<file path="config.mk">
export PLATFORM = sky130hd
export DESIGN_NAME = tsw_window_flat
export DESIGN_NICKNAME = d
export VERILOG_FILES = /design/src/design/tsw_pkg.sv /design/src/design/tsw_if.sv /design/src/design/tsw_window.sv /design/src/flat_wrapper.sv
export SDC_FILE = /design/constraint.sdc
export NUM_CORES = 1
export LEC_CHECK = 0
export BUFFER_PORTS_ARGS = -buffer_cell sky130_fd_sc_hd__buf_2
export CORE_MARGIN = 4
export CORE_UTILIZATION = 25
export CTS_BUF_LIST = sky130_fd_sc_hd__clkbuf_2
export CTS_CLUSTER_DIAMETER = 60
export DETAILED_ROUTE_END_ITERATION = 10
export GPL_TIMING_DRIVEN = 1
export PLACE_DENSITY = 0.46
export SETUP_SLACK_MARGIN = 0.5
export SLEW_MARGIN = 10
export SYNTH_ARGS = -nofsm -noshare
export SYNTH_HDL_FRONTEND = slang
export SYNTH_SLANG_ARGS = --single-unit
</file>
<file path="constraint.sdc">
create_clock -name clock -period 12.7 [get_ports clock]
set_input_delay 0 -clock clock [delete_from_list [all_inputs] [get_ports clock]]
set_output_delay 0 -clock clock [all_outputs]
set_load 0.02 [all_outputs]
</file>
<file path="src/design/tsw_pkg.sv">
// Shared types, register indexes and the pixel deletion function of the
// thinning sub-pass window. No dependencies.
package tsw_pkg;

   // Configuration register layout
   localparam int CFG_W = 13;
   localparam logic [1:0] REG_IMAGE_WIDTH  = 2'd0;
   localparam logic [1:0] REG_IMAGE_HEIGHT = 2'd1;
   localparam logic [1:0] REG_SUB_PASS     = 2'd2;

   localparam logic [CFG_W-1:0] WIDTH_RESET  = 13'd640;
   localparam logic [CFG_W-1:0] HEIGHT_RESET = 13'd480;
   localparam logic [CFG_W-1:0] MIN_DIM      = 13'd3;

   // Per-beat control decoded from the raster position at accept time
   typedef struct packed {
      logic inb;       // pixel value that enters the image (0 outside / flush)
      logic mid_en;    // middle line store holds a row of this frame
      logic top_en;    // upper line store holds a row of this frame
      logic col_zero;  // first column of a row
      logic emit;      // this beat produces a result
      logic last_px;   // this beat produces the final result of the frame
   } step_type;

   // Line store write strobe and data
   typedef struct packed {
      logic we;
      logic mid;       // new pixel into the middle line
      logic upper;     // old middle entry into the upper line
   } ram_wr_type;

   // Window bit (col, row) sits at w[col*3+row]; col 0 is left, row 0 is top.
   // A set centre pixel is deleted when it has 2..6 set neighbors, exactly
   // one 0-to-1 transition around the ring and the sub-pass condition holds.
   function automatic logic delete_decision(logic [8:0] w, logic pass);
      logic [7:0] ring;
      logic [3:0] total;
      logic [3:0] trans;
      logic       cond;
      ring  = {w[0], w[1], w[2], w[5], w[8], w[7], w[6], w[3]};
      total = '0;
      trans = '0;
      for (int k = 0; k < 8; k++) begin
         total = total + {3'b000, ring[k]};
         trans = trans + {3'b000, ring[k] ^ ring[(k + 1) & 7]};
      end
      // ring: 0 N, 1 NE, 2 E, 3 SE, 4 S, 5 SW, 6 W, 7 NW
      if (pass) begin
         cond = !ring[2] || !ring[4] || (!ring[0] && !ring[6]);
      end else begin
         cond = !ring[0] || !ring[6] || (!ring[2] && !ring[4]);
      end
      return w[4] && (total >= 4'd2) && (total <= 4'd6) && (trans == 4'd2) && cond;
   endfunction

endpackage

</file>
<file path="src/design/tsw_if.sv">


interface tsw_rsp_if;
   logic valid;
   logic ready;
   logic thinned_pixel;
   logic removed;
   logic last;
   logic any_removed;
   modport source (output valid, output thinned_pixel, output removed, output last,
                   output any_removed, input ready);
   modport sink   (input valid, input thinned_pixel, input removed, input last,
                   input any_removed, output ready);
endinterface

</file>
<file path="src/design/tsw_window.sv">
// Working stage: 3x3 window shift, deletion decision, sticky frame flag,
// line store write-back and the result register. Depends on tsw_pkg, tsw_if.
module tsw_window #(
   parameter int MAX_WIDTH = 4096
) (
   input  logic                         clock,
   input  logic                         reset,
   input  logic                         accept,
   input  tsw_pkg::step_type            step_in,
   input  logic [$clog2(MAX_WIDTH)-1:0] col_in,
   input  logic                         restart,
   input  logic                         sub_pass,
   input  logic                         mid_raw,
   input  logic                         top_raw,
   output logic                         ready,
   output tsw_pkg::ram_wr_type          ram_wr,
   output logic [$clog2(MAX_WIDTH)-1:0] ram_waddr,
   tsw_rsp_if.source                    rsp
);
   import tsw_pkg::*;

   localparam int COL_W = $clog2(MAX_WIDTH);

   logic             s1_valid_ff, s1_valid_in;
   step_type         s1_step_ff;
   logic [COL_W-1:0] s1_col_ff;
   logic [8:0]       win_ff,      win_in;
   logic             changed_ff,  changed_in;
   logic             out_valid_ff, out_valid_in;
   logic             out_thin_ff, out_removed_ff, out_last_ff, out_any_ff;

   logic       advance;
   logic [2:0] newcol;
   logic [8:0] shifted;
   logic [8:0] view;
   logic       del;
   logic       changed_now;

   // Stage moves on when the result register is free or being drained
   assign advance = s1_valid_ff && (!out_valid_ff || rsp.ready);
   assign ready   = !s1_valid_ff || advance;

   // New right column: bit0 top, bit1 middle, bit2 incoming
   assign newcol  = {s1_step_ff.inb, s1_step_ff.mid_en & mid_raw, s1_step_ff.top_en & top_raw};
   assign shifted = {3'b000, win_ff[8:3]};

   always_comb begin
      if (s1_step_ff.col_zero) begin
         view   = shifted;
         win_in = {newcol, 6'b000000};
      end else begin
         win_in = {newcol, win_ff[8:3]};
         view   = win_in;
      end
   end

   assign del         = s1_step_ff.emit && delete_decision(view, sub_pass);
   assign changed_now = changed_ff | del;
   assign changed_in  = changed_now;

   // Line store write-back on leaving the stage
   assign ram_wr.we    = advance;
   assign ram_wr.mid   = s1_step_ff.inb;
   assign ram_wr.upper = mid_raw;
   assign ram_waddr    = s1_col_ff;

   assign s1_valid_in  = accept ? 1'b1 : (advance ? 1'b0 : s1_valid_ff);
   assign out_valid_in = advance ? s1_step_ff.emit : (rsp.ready ? 1'b0 : out_valid_ff);

   // Control state
   always_ff @(posedge clock) begin
      if (reset) begin
         s1_valid_ff  <= 1'b0;
         out_valid_ff <= 1'b0;
         win_ff       <= '0;
         changed_ff   <= 1'b0;
      end else begin
         s1_valid_ff  <= s1_valid_in;
         out_valid_ff <= out_valid_in;
         priority if (restart) begin
            win_ff     <= '0;
            changed_ff <= 1'b0;
         end else if (advance) begin
            if (s1_step_ff.last_px) begin
               win_ff     <= '0;
               changed_ff <= 1'b0;
            end else begin
               win_ff     <= win_in;
               changed_ff <= changed_in;
            end
         end
      end
   end

   // Payload registers
   always_ff @(posedge clock) begin
      if (accept) begin
         s1_step_ff <= step_in;
         s1_col_ff  <= col_in;
      end
      if (advance) begin
         out_thin_ff    <= view[4] & ~del;
         out_removed_ff <= del;
         out_last_ff    <= s1_step_ff.last_px;
         out_any_ff     <= changed_now;
      end
   end

   assign rsp.valid         = out_valid_ff;
   assign rsp.thinned_pixel = out_thin_ff;
   assign rsp.removed       = out_removed_ff;
   assign rsp.last          = out_last_ff;
   assign rsp.any_removed   = out_any_ff;

endmodule

</file>
<file path="src/flat_wrapper.sv">
// flat-port wrapper written by rule: the top's interface ports become plain ports
module tsw_window_flat import tsw_pkg::*;
#(
   parameter int MAX_WIDTH = 4096
)
  (clock, reset, accept, step_in, col_in, restart, sub_pass, mid_raw, top_raw, ready, ram_wr, ram_waddr, rsp_valid, rsp_thinned_pixel, rsp_removed, rsp_last, rsp_any_removed, rsp_ready);
  tsw_rsp_if rsp_i ();
  input  logic clock;
  input  logic reset;
  input  logic accept;
  input  tsw_pkg::step_type step_in;
  input  logic [$clog2(MAX_WIDTH)-1:0] col_in;
  input  logic restart;
  input  logic sub_pass;
  input  logic mid_raw;
  input  logic top_raw;
  output logic ready;
  output tsw_pkg::ram_wr_type ram_wr;
  output logic [$clog2(MAX_WIDTH)-1:0] ram_waddr;
  output wire logic [$bits(rsp_i.valid)-1:0] rsp_valid;
  output wire logic [$bits(rsp_i.thinned_pixel)-1:0] rsp_thinned_pixel;
  output wire logic [$bits(rsp_i.removed)-1:0] rsp_removed;
  output wire logic [$bits(rsp_i.last)-1:0] rsp_last;
  output wire logic [$bits(rsp_i.any_removed)-1:0] rsp_any_removed;
  input wire logic [$bits(rsp_i.ready)-1:0] rsp_ready;
  assign rsp_valid = rsp_i.valid;
  assign rsp_thinned_pixel = rsp_i.thinned_pixel;
  assign rsp_removed = rsp_i.removed;
  assign rsp_last = rsp_i.last;
  assign rsp_any_removed = rsp_i.any_removed;
  assign rsp_i.ready = rsp_ready;
  tsw_window #(.MAX_WIDTH(MAX_WIDTH)) u_core (.clock(clock), .reset(reset), .accept(accept), .step_in(step_in), .col_in(col_in), .restart(restart), .sub_pass(sub_pass), .mid_raw(mid_raw), .top_raw(top_raw), .ready(ready), .ram_wr(ram_wr), .ram_waddr(ram_waddr), .rsp(rsp_i));
endmodule
</file>
==> flow_metrics.py <==
metrics = {
    "worst_setup_path": {
        "cpMostUsedCell": "fa_1",
        "r2r-end": "u_core.rsp.thinned_pixel$_DFFE_PP_",
        "cp.required_ns": 12.82,
        "crit_fanout": 8,
        "path_cells": "nor2_1 -> ha_1 -> ha_1 -> inv_1 -> fa_1 -> fa_1 -> inv_1 -> fa_1 -> inv_1 -> fa_1 -> nor4bb_1 -> o221ai_1 -> nor4_4 -> nor2b_1",
        "cp.arrival_ns": 4.42,
        "endpoint_kind": "flip-flop",
        "timing.setup.critical_path_class": "reg -> reg",
        "slowest_delay_ns": 0.54,
        "cp-start-kind": "flip-flop",
        "r2r_slack_ns": 8.40,
        "crit_path_start": "u_core.s1_step_ff[2]$_DFFE_PP_",
        "cpMaxStageDelayCell": "fa_1",
        "reg2reg_from": "u_core.s1_step_ff[2]$_DFFE_PP_",
        "reg2reg_depth": 14,
    },
    "sta": {
        "final.min_clock_period_ns": 4.30,
        "grt_setup_unrepaired": "false",
        "worstMarginPinSlew_ns": 0.400,
        "maxSlewHeadroom_pct": 73.4,
        "drv_slew": 0,
        "fin_setup_tns_ns": 0,
        "hold_slack_ns": 0.0440,
        "fin_crit_sh_pct": 33.8,
        "skew_ns": 0.00981,
        "fmax_ghz": 0.233,
        "finalHoldViolations": 0,
        "setup_viol": 0,
    },
    "clock_network": {
        "cts_setup_buffers": 0,
        "clk_latency_ns": 0.36,
        "htree_levels": 2,
        "cts_tree": "yes",
        "root_buffer": "clkbuf_2",
        "cts.sinks": 31,
        "clock_path_buffers": 2,
        "cts_resized": 0,
        "numCtsBuffers": 5,
        "clkTransAtPathRegs_ns": 0.17,
    },
    "yosys": {
        "ys_warn_count": 0,
        "seq_area_frac_synth_pct": 52.8,
        "syn_avg_cell_area_um2": 12.1,
        "syn_nets": 172,
        "ys_types": 30,
        "mappedNetlistArea_mm2": 0.00159,
        "synth_cells": 132,
        "synth-seq-cells": 31,
    },
    "route": {
        "ant_nets": 0,
        "wirelength_um": 3480,
        "vias": 1164,
        "post-route-drc-count": 0,
        "dr.first_iter.drc_count": 41,
        "via_per_inst": 4.20,
        "wire_per_inst_um": 12.6,
        "first_pass_iters": 4,
    },
    "worst_hold_path": {
        "hold_start": "top_raw",
        "whs_path_depth": 4,
        "min_path_type": "in -> reg",
        "worstHoldEndpoint": "u_core.win_ff[6]$_SDFFE_PP0P_",
    },
    "floorplan": {
        "io_pins": 47,
        "fp.dieH_um": 87.8,
        "row_count": 28,
        "design.core.area_mm2": 0.00606,
        "die_x_um": 87.8,
        "initial_core_util_pct": 26.3,
        "die-area_mm2": 0.00771,
    },
    "global_route": {
        "grt_max_degree": 20,
        "grt_pass1_vias": 1321,
        "antenna_found_initial": 0,
        "grt-ovfl-total": 0,
        "grt_pass1_wl_um": 6130,
        "grt_use_total_pct": 10.2,
    },
    "placement": {
        "gp_congestion": 0.803,
        "placedCellCount": 248,
        "numPortBuffers": 46,
        "dp_hpwl_um": 2600,
    },
    "finish": {
        "final_nets": 241,
        "diodes": 0,
        "drive_gt1_share_pct": 28.7,
        "fin_cells": 277,
        "synthToLayoutAreaGrowth_pct": 34.3,
        "fillCellCount": 603,
        "layout_commonest_cell": "buf_2",
        "layout_common_cells": "buf_2 (46), edfxtp_1 (22), dlygate4sd3_1 (21)",
    },
    "run": {
        "max-cap-violations": 0,
    },
    "power": {
        "power_mw": 0.200,
        "p_per_area_mw_per_mm2": 93.6,
        "p_leak_nw": 0.877,
        "ir_drop_mv": 0.0738,
    },
    "run_status": {
        "status": "completed",
    },
}
Yosys cell counts (all sizes together):
master	count	area (um2)
nor2	5	18.8
o221ai	1	8.76
mux2i	1	10.0
a21oi	11	55.1
nand2	13	48.8
nor4	2	27.5
buf	5	31.3
mux2	1	15.0
nand3	3	15.0
a22o	1	8.76
nand3b	1	7.51
nor2b	5	31.3
inv	17	63.8
nand4b	2	17.5
xor2	2	17.5
nand2b	3	18.8
ha	6	75.1
dfxtp	9	180
nor4bb	1	10.0
a31oi	1	21.3
or3	2	12.5
fa	8	160
xnor2	6	52.6
or2	3	18.8
nor3	1	5.00
edfxtp	22	661
registers in the layout, indices dropped and copies added (netlist names):
| register | count |
|---|---|
| u_core.ram_wr | 1 |
| u_core.s1_valid_ff | 1 |
| u_core.rsp.last | 1 |
| u_core.win_ff | 6 |
| u_core.rsp.any_removed | 1 |
| u_core.rsp.removed | 1 |
| u_core.changed_ff | 1 |
| u_core.ram_waddr | 12 |
| u_core.rsp.thinned_pixel | 1 |
| u_core.s1_step_ff | 5 |
| u_core.rsp.valid | 1 |
routing by layer:
metal	part of all wire (%)	wire [um]	global-route usage, %	up-vias
met5	0	0	0	-
met4	0	0	2.09	0
met3	8.9	309	4.42	0
met2	50	1720	18.0	45
met1	42	1450	11.5	539
li1	-	-	-	580
kinds of logic (layout without fill, tap and decap cells):
| family | Yosys count | in the layout | synth area share (%) |
|---|---|---|---|
| and+or+nand+nor | 41 | 41 | 14.5 |
| adders and majority gates | 14 | 14 | 14.8 |
| buffers and inverters | 22 | 92 | 5.97 |
| DFF | 31 | 31 | 52.8 |
| muxes | 2 | 2 | 1.57 |
| xor gates and xnor gates | 8 | 8 | 4.40 |
| AOI/OAI and AO/OA | 14 | 14 | 5.90 |
worst max path at each step:
stage | slack, ns | end
after floorplan | 8.64 | u_core.rsp.thinned_pixel$_DFFE_PP_
after detailed placement | 8.42 | u_core.rsp.thinned_pixel$_DFFE_PP_
after global placement | 8.49 | u_core.rsp.thinned_pixel$_DFFE_PP_
after global routing | 8.14 | u_core.rsp.thinned_pixel$_DFFE_PP_
after CTS | 8.39 | u_core.rsp.thinned_pixel$_DFFE_PP_
final | 8.40 | u_core.rsp.thinned_pixel$_DFFE_PP_
final cells by class:
class | count | area [um2] | area share, %
repair buffers | 67 | 440 | 20.6
clock buffers | 6 | 30.0 | 1.41
clock inverters | 2 | 12.5 | 0.585
flip-flops and latches | 31 | 841 | 39.3
well taps | 75 | 93.8 | 4.39
multi-input cells | 79 | 656 | 30.7
inverters | 17 | 63.8 | 2.99
power by group:
| group | switching [mW] | internal [mW] | leakage [nW] |
|---|---|---|---|
| clock network | 0.0343 | 0.0141 | 0.0290 |
| registers | 0.00311 | 0.114 | 0.290 |
| logic | 0.0187 | 0.0157 | 0.558 |
| total | 0.0561 | 0.144 | 0.877 |
critical path: cells and delay by family (launching register included):
| family | cells | cell delay, ns |
|---|---|---|
| compound gates | 1 | 0.24 |
| simple gates | 4 | 0.72 |
| buf+inv | 3 | 0.18 |
| fa+ha+maj | 6 | 2.41 |
| flops | 1 | 0.52 |
stage by stage:
| stage | util [%] | instance area [um2] | setup slack, ns |
|---|---|---|---|
| 2_1_floorplan | - | 1590 | 8.64 |
| 3_3_place_gp | 31.1 | 1880 | 8.49 |
| 3_5_place_dp | 31.1 | 1880 | 8.42 |
| 4_1_cts | 35.3 | 2140 | 8.39 |
| 5_1_grt | 35.3 | 2140 | 8.14 |
| 6_report | 35.3 | 2140 | 8.40 |
repair_timing:
action | CTS | global route
endpoints found under the setup margin | 0 | 0
endpoints found under the hold margin | 20 | 0
hold buffers | 21 | 0
Power figures use the tool's default switching activity.
