<file path="src/design/tsw_pkg.sv">
// Shared types, register indexes and the pixel deletion function of the
// thinning sub-pass window. No dependencies.
package tsw_pkg;

   // Configuration register layout
   localparam int CFG_W = 13;
   localparam logic [1:0] REG_IMAGE_WIDTH  = 2'd0;
   localparam logic [1:0] REG_IMAGE_HEIGHT = 2'd1;
   localparam logic [1:0] REG_SUB_PASS     = 2'd2;

   localparam logic [CFG_W-1:0] WIDTH_RESET  = 13'd640;
   localparam logic [CFG_W-1:0] HEIGHT_RESET = 13'd480;
   localparam logic [CFG_W-1:0] MIN_DIM      = 13'd3;

   // Per-beat control decoded from the raster position at accept time
   typedef struct packed {
      logic inb;       // pixel value that enters the image (0 outside / flush)
      logic mid_en;    // middle line store holds a row of this frame
      logic top_en;    // upper line store holds a row of this frame
      logic col_zero;  // first column of a row
      logic emit;      // this beat produces a result
      logic last_px;   // this beat produces the final result of the frame
   } step_type;

   // Line store write strobe and data
   typedef struct packed {
      logic we;
      logic mid;       // new pixel into the middle line
      logic upper;     // old middle entry into the upper line
   } ram_wr_type;

   // Window bit (col, row) sits at w[col*3+row]; col 0 is left, row 0 is top.
   // A set centre pixel is deleted when it has 2..6 set neighbors, exactly
   // one 0-to-1 transition around the ring and the sub-pass condition holds.
   function automatic logic delete_decision(logic [8:0] w, logic pass);
      logic [7:0] ring;
      logic [3:0] total;
      logic [3:0] trans;
      logic       cond;
      ring  = {w[0], w[1], w[2], w[5], w[8], w[7], w[6], w[3]};
      total = '0;
      trans = '0;
      for (int k = 0; k < 8; k++) begin
         total = total + {3'b000, ring[k]};
         trans = trans + {3'b000, ring[k] ^ ring[(k + 1) & 7]};
      end
      // ring: 0 N, 1 NE, 2 E, 3 SE, 4 S, 5 SW, 6 W, 7 NW
      if (pass) begin
         cond = !ring[2] || !ring[4] || (!ring[0] && !ring[6]);
      end else begin
         cond = !ring[0] || !ring[6] || (!ring[2] && !ring[4]);
      end
      return w[4] && (total >= 4'd2) && (total <= 4'd6) && (trans == 4'd2) && cond;
   endfunction

endpackage

</file>
<file path="src/design/tsw_scan.sv">
// Configuration registers and raster position counters; decodes each
// accepted beat into border and timing control. Depends on tsw_pkg.
module tsw_scan #(
   parameter int MAX_WIDTH  = 4096,
   parameter int MAX_HEIGHT = 4096
) (
   input  logic                         clock,
   input  logic                         reset,
   input  logic                         csr_write_en,
   input  logic [1:0]                   csr_index,
   input  logic [tsw_pkg::CFG_W-1:0]    csr_wdata,
   input  logic                         accept,
   input  logic                         pixel,
   input  logic                         flush,
   output tsw_pkg::step_type            step,
   output logic [$clog2(MAX_WIDTH)-1:0] col,
   output logic                         sub_pass,
   output logic                         restart
);
   import tsw_pkg::*;

   localparam int COL_W = $clog2(MAX_WIDTH);
   localparam int WD_W  = $clog2(MAX_WIDTH + 1);
   localparam int HT_W  = $clog2(MAX_HEIGHT + 1);
   localparam int ROW_W = $clog2(MAX_HEIGHT + 2);

   function automatic logic [WD_W-1:0] clamp_width(logic [CFG_W-1:0] v);
      logic [WD_W-1:0] r;
      if (v < MIN_DIM) begin
         r = WD_W'(MIN_DIM);
      end else if (int'(v) > MAX_WIDTH) begin
         r = WD_W'(MAX_WIDTH);
      end else begin
         r = WD_W'(v);
      end
      return r;
   endfunction

   function automatic logic [HT_W-1:0] clamp_height(logic [CFG_W-1:0] v);
      logic [HT_W-1:0] r;
      if (v < MIN_DIM) begin
         r = HT_W'(MIN_DIM);
      end else if (int'(v) > MAX_HEIGHT) begin
         r = HT_W'(MAX_HEIGHT);
      end else begin
         r = HT_W'(v);
      end
      return r;
   endfunction

   logic [WD_W-1:0]  width_ff,  width_in;
   logic [HT_W-1:0]  height_ff, height_in;
   logic             pass_ff,   pass_in;
   logic [COL_W-1:0] col_ff,    col_in;
   logic [ROW_W-1:0] row_ff,    row_in;

   logic             cfg_hit;
   logic [COL_W-1:0] col_max;
   logic [ROW_W-1:0] ht_row;
   logic [ROW_W-1:0] ht_row_p1;
   logic             end_px;

   assign cfg_hit = csr_write_en &&
                    (csr_index == REG_IMAGE_WIDTH || csr_index == REG_IMAGE_HEIGHT ||
                     csr_index == REG_SUB_PASS);

   // Register writes; any valid write abandons the frame in progress
   always_comb begin
      width_in  = width_ff;
      height_in = height_ff;
      pass_in   = pass_ff;
      if (csr_write_en) begin
         unique case (csr_index)
            REG_IMAGE_WIDTH:  width_in  = clamp_width(csr_wdata);
            REG_IMAGE_HEIGHT: height_in = clamp_height(csr_wdata);
            REG_SUB_PASS:     pass_in   = csr_wdata[0];
            default: ;
         endcase
      end
   end

   // Position decode
   assign col_max   = COL_W'(width_ff - WD_W'(1));
   assign ht_row    = ROW_W'(height_ff);
   assign ht_row_p1 = ht_row + ROW_W'(1);
   assign end_px    = (row_ff == ht_row_p1) && (col_ff == '0);

   always_comb begin
      step.inb      = (row_ff < ht_row) && !flush && pixel;
      step.mid_en   = (row_ff != '0) && (row_ff <= ht_row);
      step.top_en   = (row_ff >= ROW_W'(2)) && (row_ff <= ht_row_p1);
      step.col_zero = (col_ff == '0);
      step.emit     = (row_ff >= ROW_W'(2)) || ((row_ff == ROW_W'(1)) && (col_ff != '0));
      step.last_px  = end_px;
   end

   // Raster counters advance per accepted beat
   always_comb begin
      col_in = col_ff;
      row_in = row_ff;
      priority if (cfg_hit) begin
         col_in = '0;
         row_in = '0;
      end else if (accept) begin
         priority if (end_px) begin
            col_in = '0;
            row_in = '0;
         end else if (col_ff == col_max) begin
            col_in = '0;
            row_in = row_ff + ROW_W'(1);
         end else begin
            col_in = col_ff + COL_W'(1);
         end
      end
   end

   always_ff @(posedge clock) begin
      if (reset) begin
         width_ff  <= clamp_width(WIDTH_RESET);
         height_ff <= clamp_height(HEIGHT_RESET);
         pass_ff   <= 1'b1;
         col_ff    <= '0;
         row_ff    <= '0;
      end else begin
         width_ff  <= width_in;
         height_ff <= height_in;
         pass_ff   <= pass_in;
         col_ff    <= col_in;
         row_ff    <= row_in;
      end
   end

   assign col      = col_ff;
   assign sub_pass = pass_ff;
   assign restart  = cfg_hit;

endmodule

</file>
<file path="config.mk">
export PLATFORM = sky130hd
export DESIGN_NAME = tsw_scan
export DESIGN_NICKNAME = d
export VERILOG_FILES = /design/src/design/tsw_pkg.sv /design/src/design/tsw_scan.sv
export SDC_FILE = /design/constraint.sdc
export NUM_CORES = 1
export LEC_CHECK = 0
export BUFFER_PORTS_ARGS = -buffer_cell sky130_fd_sc_hd__buf_4
export CAP_MARGIN = 10
export CORE_ASPECT_RATIO = 0.5
export CORE_UTILIZATION = 35
export DETAILED_ROUTE_END_ITERATION = 6
export GPL_TIMING_DRIVEN = 0
export MAX_ROUTING_LAYER = met4
export PLACE_DENSITY_LB_ADDON = 0.1
export SLEW_MARGIN = 20
export SYNTH_ARGS = -nofsm -noshare
export SYNTH_HDL_FRONTEND = slang
export SYNTH_SLANG_ARGS = --single-unit
</file>
<file path="constraint.sdc">
create_clock -name clock -period 3.4 [get_ports clock]
set_input_delay 0.51 -clock clock [delete_from_list [all_inputs] [get_ports clock]]
set_output_delay 0.51 -clock clock [all_outputs]
set_load 0.01 [all_outputs]
</file>
==> results of run 1 <==
[flip-flops by register name (all words and copies together) (netlist names)]
name and count:
row_ff 13, sub_pass 1, col 12, width_ff 12
height_ff 13
[through the flow]
stage / TNS, ns / setup slack (ns) / area, µm² / util (%)
2_1_floorplan: 0 / 0.2595 / 3666 / -
3_3_place_gp: -13.66 / -0.7064 / 4135 / 42.24
3_5_place_dp: -13.54 / -0.6934 / 4135 / 42.24
4_1_cts: 0 / 0.02748 / 4342 / 44.35
5_1_grt: -0.007744 / -0.007744 / 4397 / 44.91
6_report: 0 / 0.1755 / 4397 / 44.91
[placed cells by master (no fill, tap or decap), types with 7 or more instances in the layout]
cell	instances
nor3b_1	9
nand2_1	55
a21oi_1	40
o21ai_0	7
clkbuf_1	12
nand4_1	13
xnor2_1	18
nand3_1	23
ha_1	34
inv_1	27
xor2_1	14
nand3b_1	8
o31ai_1	7
nor2_1	41
buf_4	45
mux2i_1	8
nor3_1	11
dfxtp_1	48
[layer usage]
metal	up-vias	track usage, %	share of wire (%)
met1	1583	29.67	55
met4	0	4.977	0.92
met2	52	28.17	39
met5	-	-	0
li1	1771	-	-
met3	7	3.497	4.4
[worst min-delay path, cell delays in order (launching register included)]
cell     delay [ns]
dfxtp_1        0.33
nand2_1        0.06
a21oi_1        0.05
[timing repair]
action	4_1_cts	5_1_grt
resized for setup	6	11
pin swaps	1	7
cloned	0	0
setup buffers	1	3
setup endpoints to repair	27	26
endpoints found under the hold margin	0	0
hold buffers	0	0
[layout make-up]
class | count | area (µm²) | share of cell area [%]
buffer | 20 | 88.84 | 2.020
clock inverter | 2 | 35.03 | 0.7968
sequential | 51 | 1027 | 23.36
timing repair buffer | 44 | 330.3 | 7.513
inverter | 29 | 108.9 | 2.476
tap | 135 | 168.9 | 3.842
multi-input combinational | 370 | 2499 | 56.83
clock buffer | 6 | 138.9 | 3.159
[cells by family (layout without fill, tap and decap cells)]
group           Yosys count  after routing  synth area share, %
fa+ha+maj                34             34                11.60
simple gates            208            208                29.42
flops                    51             51                27.85
buf+inv                  49            101                5.324
xor+xnor                 32             32                7.645
mux                       9              9                2.594
compound gates           87             87                15.56
[power by group through the flow]
| stage | Clock, µW | Combinational (µW) | Sequential (µW) |
|---|---|---|---|
| after floorplan | 0 | 96.5 | 631 |
| after global placement | 0 | 155 | 634 |
| after detailed placement | 0 | 154 | 635 |
| after CTS | 612 | 157 | 621 |
| after global routing | 644 | 179 | 622 |
| final | 596 | 159 | 621 |
[path summary, 6_finish.rpt]
path	start	endpoint	slack (ns)	depth (start not counted)
max reg2reg	height_ff[3]	col[10]	0.23	16
max	height_ff[3]	step[0]	0.18	12
min	width_ff[11]	width_ff[11]	0.49	2
min reg2reg	width_ff[11]	width_ff[11]	0.49	2
==> results.md, run 1 <==
Status:
- The run finished with clean final reports.

Finish:
- The antenna diode count is 0.
- The area growth from synthesis to final layout is 19.93%.
- The filler cells instantiated in the layout total 1005.
- The count of placed standard cells in the final layout, fillers left out is 657.
- The net total in the final layout is 576.
- Of the cells placed in the final design, the portion with a size suffix greater than 1 is 15.33%.

Floorplanning:
- The core region is 9791 µm².
- The I/O pin total is 41.
- The floorplan has 25 rows.
- The floorplan die area is 10910 µm².
- The die is 146.7 µm wide.
- The height of the die is ~74 µm.
- For this configuration, the core starts out at a cell density of 37.44%.

Yosys:
- In the post-synthesis netlist, the biggest area contributors are dfxtp_1, ha_1, nand2_1, a21oi_1, nor2_1.
- By count the netlist is led by nand2_1, dfxtp_1, nor2_1, a21oi_1, ha_1.
- The synthesized net count is 525.
- The synthesized flop and latch total is 51.
- The most numerous cell in the Yosys netlist is nand2_1.
- The library cell occupying the most area in the post-synthesis netlist is dfxtp_1.
- Yosys printed 0 warnings.
- The count of unique library cells instantiated by Yosys is 58.
- The sequential-to-total area share from yosys stat is 27.85%.
- The share of synthesized area in the top cell type comes to 27.85%.
- The flip-flop cell with the highest count after synthesis is dfxtp_1.
- Yosys mapped a number of flops with a built-in enable equal to 0.
- The fraction of registers with async set/reset is 0%.
- The synthesized netlist occupies a cell area of 3666 µm².
- The average footprint of a synthesized cell is between 7 and 8 µm².
- The gate count of the mapped netlist is 470.

Worst hold path:
- In this run the worst hold path is classified as reg -> reg.

Place:
- The total of buffers placed on input and output ports is 40.
- At the end of routability-driven placement, the weighted congestion stood at 0.8486.
- The number of placed instances, taps included is about 650.
- The half-perimeter wire length of the detailed placement result is 7.729 mm.

GRT:
- The maximum number of pins on one net before global-route repair is 16.
- The initial antenna violation count was 0.
- The number of global-route vias before repair is 3088.
- The sum of overflow across all layers after global routing is 0.
- The first global-routing pass estimated ~17 mm of wire.
- Global routing consumed, over all layers together, 20.26% of the routing resources.

Clock network:
- In this run the deepest clock path goes through 2 buffers.
- The clock latency reported for the late side of the worst-skew pair is 0.30 ns.
- The cell chosen for the clock root is clkbuf_16.
- The number of clock buffers added by TritonCTS is 5.
- TritonCTS built the clock tree.
- After clock tree synthesis, the clock-pin slew on the worst setup and hold paths is roughly 0.070 ns.
- The CTS H-tree depth is 2.
- The tree built by TritonCTS fans out to 51 sinks.

Power and ir drop:
- VDD sags by at most 0.0001766 V.
- Per report_power, the combinational group accounts for a little under an eighth of the total.
- For this design the ratio of total power to cell area is 313.0 nW/µm².
- The net load switching power is 334.7 µW.
- Sequential cells account for 45.1% of the total power.
- The completed layout was analyzed and its total power is 1376 µW.
- The leakage power summed over all cells is roughly 0.0019 µW.
- The clock network fraction of total power is 43.3%.
- Net switching is 24.32% of the power.
- Internal power comes to 1041 µW.

STA:
- The actual slew at the worst max-slew pin is a little under 0.7 ns.
- Between clock sinks in the finished design, the worst skew comes to 0.009106 ns.
- The hold violation count in the final report is 0.
- The worst path needs 3.225 ns of the cycle, external delays included.
- The final critical path takes up 94.84% of the cycle.
- Timing would allow up to between 0.3 and 0.4 GHz.
- The relative max-transition margin is 54.04%.
- The number of max-slew violations in the final report is 0.
- The count of final setup violators is 0.
- Hold is met by 0.4861 ns.

Worst setup path:
- The kind of cell adding the most delay to the critical path is simple AND/OR/NAND/NOR gates.
- The critical setup path kind is reg -> out.
- The cell type of the slowest stage on the worst timing path is dfxtp_2.
- At the worst endpoint, the required time is 2.89 ns.
- Along the worst path, the maximum fanout reaches 3.
- Traced cell by cell, the critical path runs through inv_2 > nor3_4 > nand3_2 > nor2_2 > nand4_1 > xnor2_1 > ha_1 > nand4_1 > nor4_4 > nor2b_4 > buf_4 > buf_4.
- The largest incremental delay on the critical path is 0.36 ns.
- The arrival time at the worst endpoint is approximately 2.7 ns.
- The count of buffering cells on the critical path with inverters included is 3.
- The sort of element at the end of the critical path is a primary output.
- STA classifies the critical path startpoint as a flop.

Routing:
- Summed over all layers, the routed wires come to around 10 mm.
- The via count of the routed design is 3413.
- After detailed routing, the average wire length per cell comes to 15.18 µm.
- After detailed routing, the number of remaining DRC violations is 0.
- The number of nets still failing antenna checks after routing is 0.
- The number of DRC violations after detailed-routing iteration 0 is 225.
- Dividing the detail-routed via count by the number of cells gives 5.195.
- The number of optimization iterations in the first detailed-route pass is 4.

Job:
- The tool flagged a number of max-cap violations equal to 0.
Power figures use the tool's default switching activity.
==> inputs of run 2 (changes only) <==
Settings changed: BUFFER_PORTS_ARGS -buffer_cell sky130_fd_sc_hd__buf_4 to unset, DONT_BUFFER_PORTS set to 1.
==> run 2 against run 1 <==
Routed wire length is 2.8% lower. Clock skew about the same. Register-to-register slack about the same. Utilization fell by 3.4 points. Critical path depth unchanged. Sequential power is essentially flat. Critical path type unchanged. Highest routed layer unchanged.
==> results.md, run 2 (synthesized netlist as in run 1, its figures left out) <==
Power and ir drop:
- Summing internal, switching and leakage power gives 1254 µW.
- Dividing total power by cell area gives a power density of between 300 and 400 nW/µm².
- For this design the static power due to leakage is about 0.0016 µW.
- The peak supply drop is 0.0002006 V.

Clock network:
- The largest buffer count on any clock path is 2.
- Clock latency on the worst-skew pair, taken at its later pin, is between 0.2 and 0.3 ns.
- Clock-pin slew was measured on the worst setup and hold paths at 0.07 ns.
- The H-tree was split into 2 levels.
- The CTS tree is yes.
- Clock tree synthesis inserted a total of 5 buffers.
- The clock sink total is 51.
- For this design, the CTS-stage hold fixing added 0 buffers.
- The cell chosen for the clock root is clkbuf_16.

Place:
- Routability-driven placement finished with a final weighted congestion of ~0.83.
- The total of buffers placed on input and output ports is 0.
- The half-perimeter wire length of the detailed placement result is 7.585 mm.

Finish:
- The most common cell after layout, fill and taps aside is nand2_1.
- The top cell types in the final layout, fill and taps aside, are nand2_1, dfxtp_1, nor2_1, a21oi_1, ha_1.
- The post-route core utilization is between 40% and 50%.
- Of the cells placed in the final design, the portion with a size suffix greater than 1 is 8.091%.
- The area growth from synthesis to final layout is 10.79%.
- The largest registers in the layout are height_ff x13, row_ff x13.
- At the end of the flow, the number of nets in the layout was 536.
- 0 antenna diodes ended up in the layout.
- After filler insertion, the fill cell instance count of the layout stands at 1009.
- The storage element area is 1027 µm².
- The area occupied by multi-input gates is 2487 µm².

Worst setup path:
- The critical register-to-register path startpoint is height_ff[3].
- In this run the worst setup path begins at height_ff[3].
- At the worst endpoint, the arrival time is 2.73 ns.
- STA classifies the critical path startpoint as a flop.
- Along the worst path, the maximum fanout reaches 3.
- The critical setup path kind is reg -> out.
- The sort of element at the end of the critical path is a primary output.
- At the worst endpoint, the required time is 2.89 ns.

Routing:
- The met1 layer wirelength in the final routing is ~5.4 mm.
- The met3 wirelength from detailed routing is 372 µm.
- After detailed routing, the number of remaining DRC violations is 0.
- Summed over all layers, the routed wires come to 9.692 mm.
- The wire length on met2 is 3.852 mm.
- The number of DRC violations after detailed-routing iteration 0 is 156.
- Dividing the detail-routed wire length by the instance count gives between 15 and 20 µm.
- Dividing the detail-routed via count by the number of cells gives 5.243.
- The number of nets still failing antenna checks after routing is 0.
- The number of optimization iterations in the first detailed-route pass is 4.
- The detailed router placed 3235 vias in this run.
- The top layer used by detailed routing is met4.

GRT:
- The number of global-route vias before repair is 3112.
- In the global route stage, overall resource usage came out at 19.88%.
- The first global-routing pass estimated 16.37 mm of wire.
- The initial antenna violation count is 0.
- The sum of overflow across all layers after global routing is 0.
- The maximum number of pins on one net before global-route repair is 18.

Floorplanning:
- The effective utilization at floorplan is 37.44%.
- The I/O pin total is 41.
- The area inside the core boundary is 9791 µm².
- The number of rows in the core area is 25.
- The floorplan step set the die width to 146.7 µm.
- The floorplan die area is approximately 11000 µm².
- The floorplan step set the die height to 74.37 µm.

STA:
- Dividing the final minimum period by the clock period gives between 90% and 100%.
- Setup repair after global routing left no endpoint under its margin.
- The actual slew at the worst max-slew pin is 0.6785 ns.
- Across the routed clock network, the largest skew measured is between 0.008 and 0.009 ns.
- The hold violation count in the final report is 0.
- In this run the tightest slew margin relative to its limit is 54.67%.
- For the final routed database, the setup TNS stands at 0 ns.
- The final critical path time including I/O delays and setup is 3.235 ns.
- The number of max-slew violations in the final report was 0.
- The highest achievable clock rate is 0.3091 GHz.
- Hold timing on the final database bottoms out at a slack of 0.3644 ns.
- The count of final setup violators is 0.

Worst hold path:
- The worst min-delay path class is in -> reg.
- The startpoint identified for the worst hold timing path is accept.

Status:
- The run finished with clean final reports.

Job:
- The max-capacitance violation count is 0.
run 2: final timing paths:
check,endpoint,slack (ns),cells after the start
hold / removal,col[1],0.36,2
hold reg to reg,width_ff[11],0.48,2
setup / recovery,step[0],0.16,12
setup reg to reg,col[5],0.23,16
run 2: area by class of cell:
class	instances	share of cell area (%)
Inverter	29	2.680
Tap cell	135	4.159
Timing Repair Buffer	4	0.7394
Clock buffer	5	3.081
Clock inverter	3	0.6161
Buffer	20	2.187
Sequential cell	51	25.29
Multi-Input combinational cell	370	61.24
run 2: critical path: stages (launching register included):
cell	delay (ns)
dfxtp_2	0.36
inv_2	0.06
nor3_2	0.21
nand3_2	0.14
nor2_2	0.12
nand4_1	0.12
xnor2_1	0.16
ha_1	0.30
nand4_1	0.14
nor4_4	0.35
nor2b_4	0.24
buf_4	0.13
buf_4	0.10
run 2: layer usage:
layer,global-route usage (%),vias to the layer above
met5,-,-
met4,4.514,0
met3,3.436,8
met2,29.59,44
met1,27.84,1490
li1,-,1693
run 2: timing repair:
| action | in CTS | in global routing |
|---|---|---|
| endpoints found under the setup margin | 27 | 24 |
| setup buffers | 1 | 3 |
| pin swaps | 1 | 5 |
| resized for setup | 6 | 9 |
run 2: metrics by stage:
step	instance area, µm²	setup WS, ns	instances
after floorplan	3666	0.2595	470
after global placement	3835	-0.7239	605
after detailed placement	3835	-0.7409	605
after CTS	4018	0.001669	614
after global routing	4061	0.008201	617
final	4061	0.1648	617
run 2: where the power goes:
part	internal, µW	total, µW	switching [µW]
Combinational	48.3	125	77.0
Sequential	607	622	15.0
Clock	275	507	231
Total	930	1250	324
==> inputs of run 3 (changes only) <==
Settings changed: PLACE_DENSITY set to 0.63, PLACE_DENSITY_LB_ADDON 0.1 to unset.
==> run 3 against run 2 <==
Non-clock buffer count increased by 1. First-iteration DRC count increased by 36%. Hold slack got worse by 0.0033 ns. Clock skew decreased by 0.0029 ns. Clock-buffer cell count unchanged. Routed wire length decreased by 4.3%. Highest routed layer unchanged. Via count increased by 3.2%. Power increased by 6.1%. Maximum frequency decreased by 1.5%. Setup slack got worse by 0.049 ns. Clock power increased by 15%.
==> results.md, run 3 (synthesized netlist as in run 1, its figures left out) <==
Status:
- The flow ran to the end, and the final reports show no timing, DRC or antenna violations.

Worst setup path:
- Traced cell by cell, the critical path runs through inv_1 > nor3_2 > nand2_1 > nor3_1 > xnor2_1 > ha_1 > nand4_1 > nor4_4 > nor2b_4 > buf_4 > buf_4.
- The maximum fanout encountered on the critical timing path is 5.
- The sort of element at the end of the critical path is a primary output.
- In this design, the stage delay of the slowest critical-path cell is ~0.38 ns.
- The kind of cell adding the most delay to the critical path is simple AND/OR/NAND/NOR gates.
- The critical path contains buffers and inverters numbering 3 combined.
- The critical setup path kind is reg -> out.
- The slowest stage of the critical path belongs to the cell dfxtp_2.
- The arrival time at the worst endpoint is 2.77 ns.
- The nature of the critical path startpoint is a flop.
- The most used cell along the critical path is buf_4.
- Data on the critical path is required at its endpoint by ~2.9 ns.

Routing:
- The pre-antenna-repair detailed-routing pass consisted of 5 iterations.
- The number of DRC violations after detailed-routing iteration 0 is 212.
- After detailed routing, the average wire length per cell comes to about 15 µm.
- Once detail routing completed, the nets flagged for antenna violations numbered 0.
- The via density per instance is 5.403.
- The via count of the routed design is 3339.
- For this run, design rule violations remaining after detail routing come to 0.
- After detailed routing, the total wire length is 9.273 mm.

Finish:
- The count of filler cells inserted in the layout is between 1000 and 1500.
- The final layout contains between 500 and 600 nets.
- Cells with a size suffix above 1 make up 7.867% of the layout.
- Leaving out fill and tap cells, the most frequent cells in the layout are nand2_1, dfxtp_1, nor2_1, a21oi_1, ha_1.
- The most common cell after layout, fill and taps aside is nand2_1.
- From synthesis to final layout, the design area changed by 11.33%.
- The largest registers in the layout are height_ff x13, row_ff x13.
- After the flow finishes, the layout carries non-filler instances totaling 618.
- 0 antenna diodes ended up in the layout.

Place:
- Prior to clock tree synthesis, the placed netlist has a worst setup slack of -0.5251 ns.
- The number of placed instances, taps included is between 600 and 700.
- The final weighted congestion in routability-driven placement is 0.8853.
- The total of buffers placed on input and output ports is 0.
- Detailed placement ended at an HPWL of 7.118 mm.

STA:
- Subtracting the final worst setup slack from the clock period gives 3.284 ns.
- The hold violation count in the final report is 0.
- Setup violations remaining at the end of the flow were counted as 0.
- The minimum hold slack is 0.3612 ns.
- The setup clock skew after layout is roughly 0.006 ns.
- The number of max-slew violations in the final report is 0.
- The relative max-transition margin is between 40% and 50%.
- The actual slew at the worst max-slew pin is 0.8108 ns.
- The worst path uses between 90% and 100% of the clock period.
- Based on the critical path, the design can be clocked at up to 0.3045 GHz.
- Across all setup checks in the final design, the least slack found is 0.1162 ns.

Clock network:
- The tree is rooted in a clkbuf_16.
- The CTS tree is yes.
- The clock latency reported for the late side of the worst-skew pair is 0.29 ns.
- Counting the buffers created by CTS gives 5.
- After clock tree synthesis, the clock-pin slew on the worst setup and hold paths is about 0.07 ns.
- The clock passes through at most 2 buffers.
- CTS saw 51 sinks.
- After clock tree synthesis, the flow added hold-fix buffers numbering 0.
- The CTS H-tree depth is 2.

Job:
- The max-capacitance violation count is 0.

Floorplanning:
- Row generation in the floorplan step produced 25 rows.
- The area inside the core boundary is 9791 µm².
- The I/O pin total is 41.
- The effective utilization at floorplan is 37.44%.
- The height of the die is 74.37 µm.
- From left edge to right edge, the die measures ~150 µm.
- The floorplan die area is 10910 µm².

GRT:
- The first-pass GRT wire length is 15.35 mm.
- Entering global routing, the biggest net connects 17 pins.
- The sum of overflow across all layers after global routing is 0.
- The initial antenna violation count came to 0.
- The total global routing track utilization is 18.37%.
- The number of global-route vias before repair was just over 3000.

Power and ir drop:
- For this design the static power due to leakage is about 0.0016 µW.
- Dividing total power by cell area gives a power density of around 330 nW/µm².
- The peak supply drop is 0.0001933 V.
- The total design power is 1331 µW.

Worst hold path:
- The worst hold path belongs to the class in -> reg.
==> run 3: cell types whose count changed in the layout (fill, tap and decap cells not counted), sizes merged <==
cell,delta
bufinv,+1
clkbuf,-1
clkinvlp,-1
buf,+2
==> run 3: layout make-up <==
type / instances / area (µm²) / share of cell area, %
buffer: 20 / 86.33 / 2.115
clock buffer: 5 / 125.1 / 3.066
clock inverter: 3 / 43.79 / 1.073
inverter: 29 / 108.9 / 2.667
multi-input combinational: 370 / 2487 / 60.94
sequential: 51 / 1023 / 25.08
tap: 135 / 168.9 / 4.139
timing repair buffer: 5 / 37.54 / 0.9197
==> run 3: what timing repair did <==
action,in CTS,in global routing
pin swaps,2,5
gates resized for setup,5,6
buffers inserted,2,3
endpoints found under the setup margin,27,23
gates cloned,0,0
==> run 3: stage by stage <==
stage / utilization (%) / setup TNS (ns) / area [µm²]
after floorplan: - / 0 / 3666
after global placement: 39.17 / -9.861 / 3835
after detailed placement: 39.17 / -9.138 / 3835
after CTS: 41.21 / 0 / 4035
after global routing: 41.69 / -0.002445 / 4081
final: 41.69 / 0 / 4081
==> run 3: path summary, 6_finish.rpt <==
check,slack (ns),from,depth (start not counted),endpoint
max,0.12,height_ff[2],11,step[0]
min,0.36,accept,2,col[1]
max reg2reg,0.17,height_ff[2],15,col[6]
min reg2reg,0.48,height_ff[3],2,height_ff[3]
==> run 3: metal layers <==
metal / track usage, % / vias to the layer above / routed length [µm]
li1: - / 1695 / -
met1: 23.90 / 1570 / 4670
met2: 29.07 / 66 / 4112
met3: 3.865 / 8 / 411
met4: 4.861 / 0 / 78
met5: - / - / 0
==> run 3: power breakdown <==
part           switching (µW)  total, µW  internal, µW  leakage (µW)
clock                     236        584           348     0.0000838
combinational            77.2        125          47.9       0.00115
sequential               14.7        622           607      0.000414
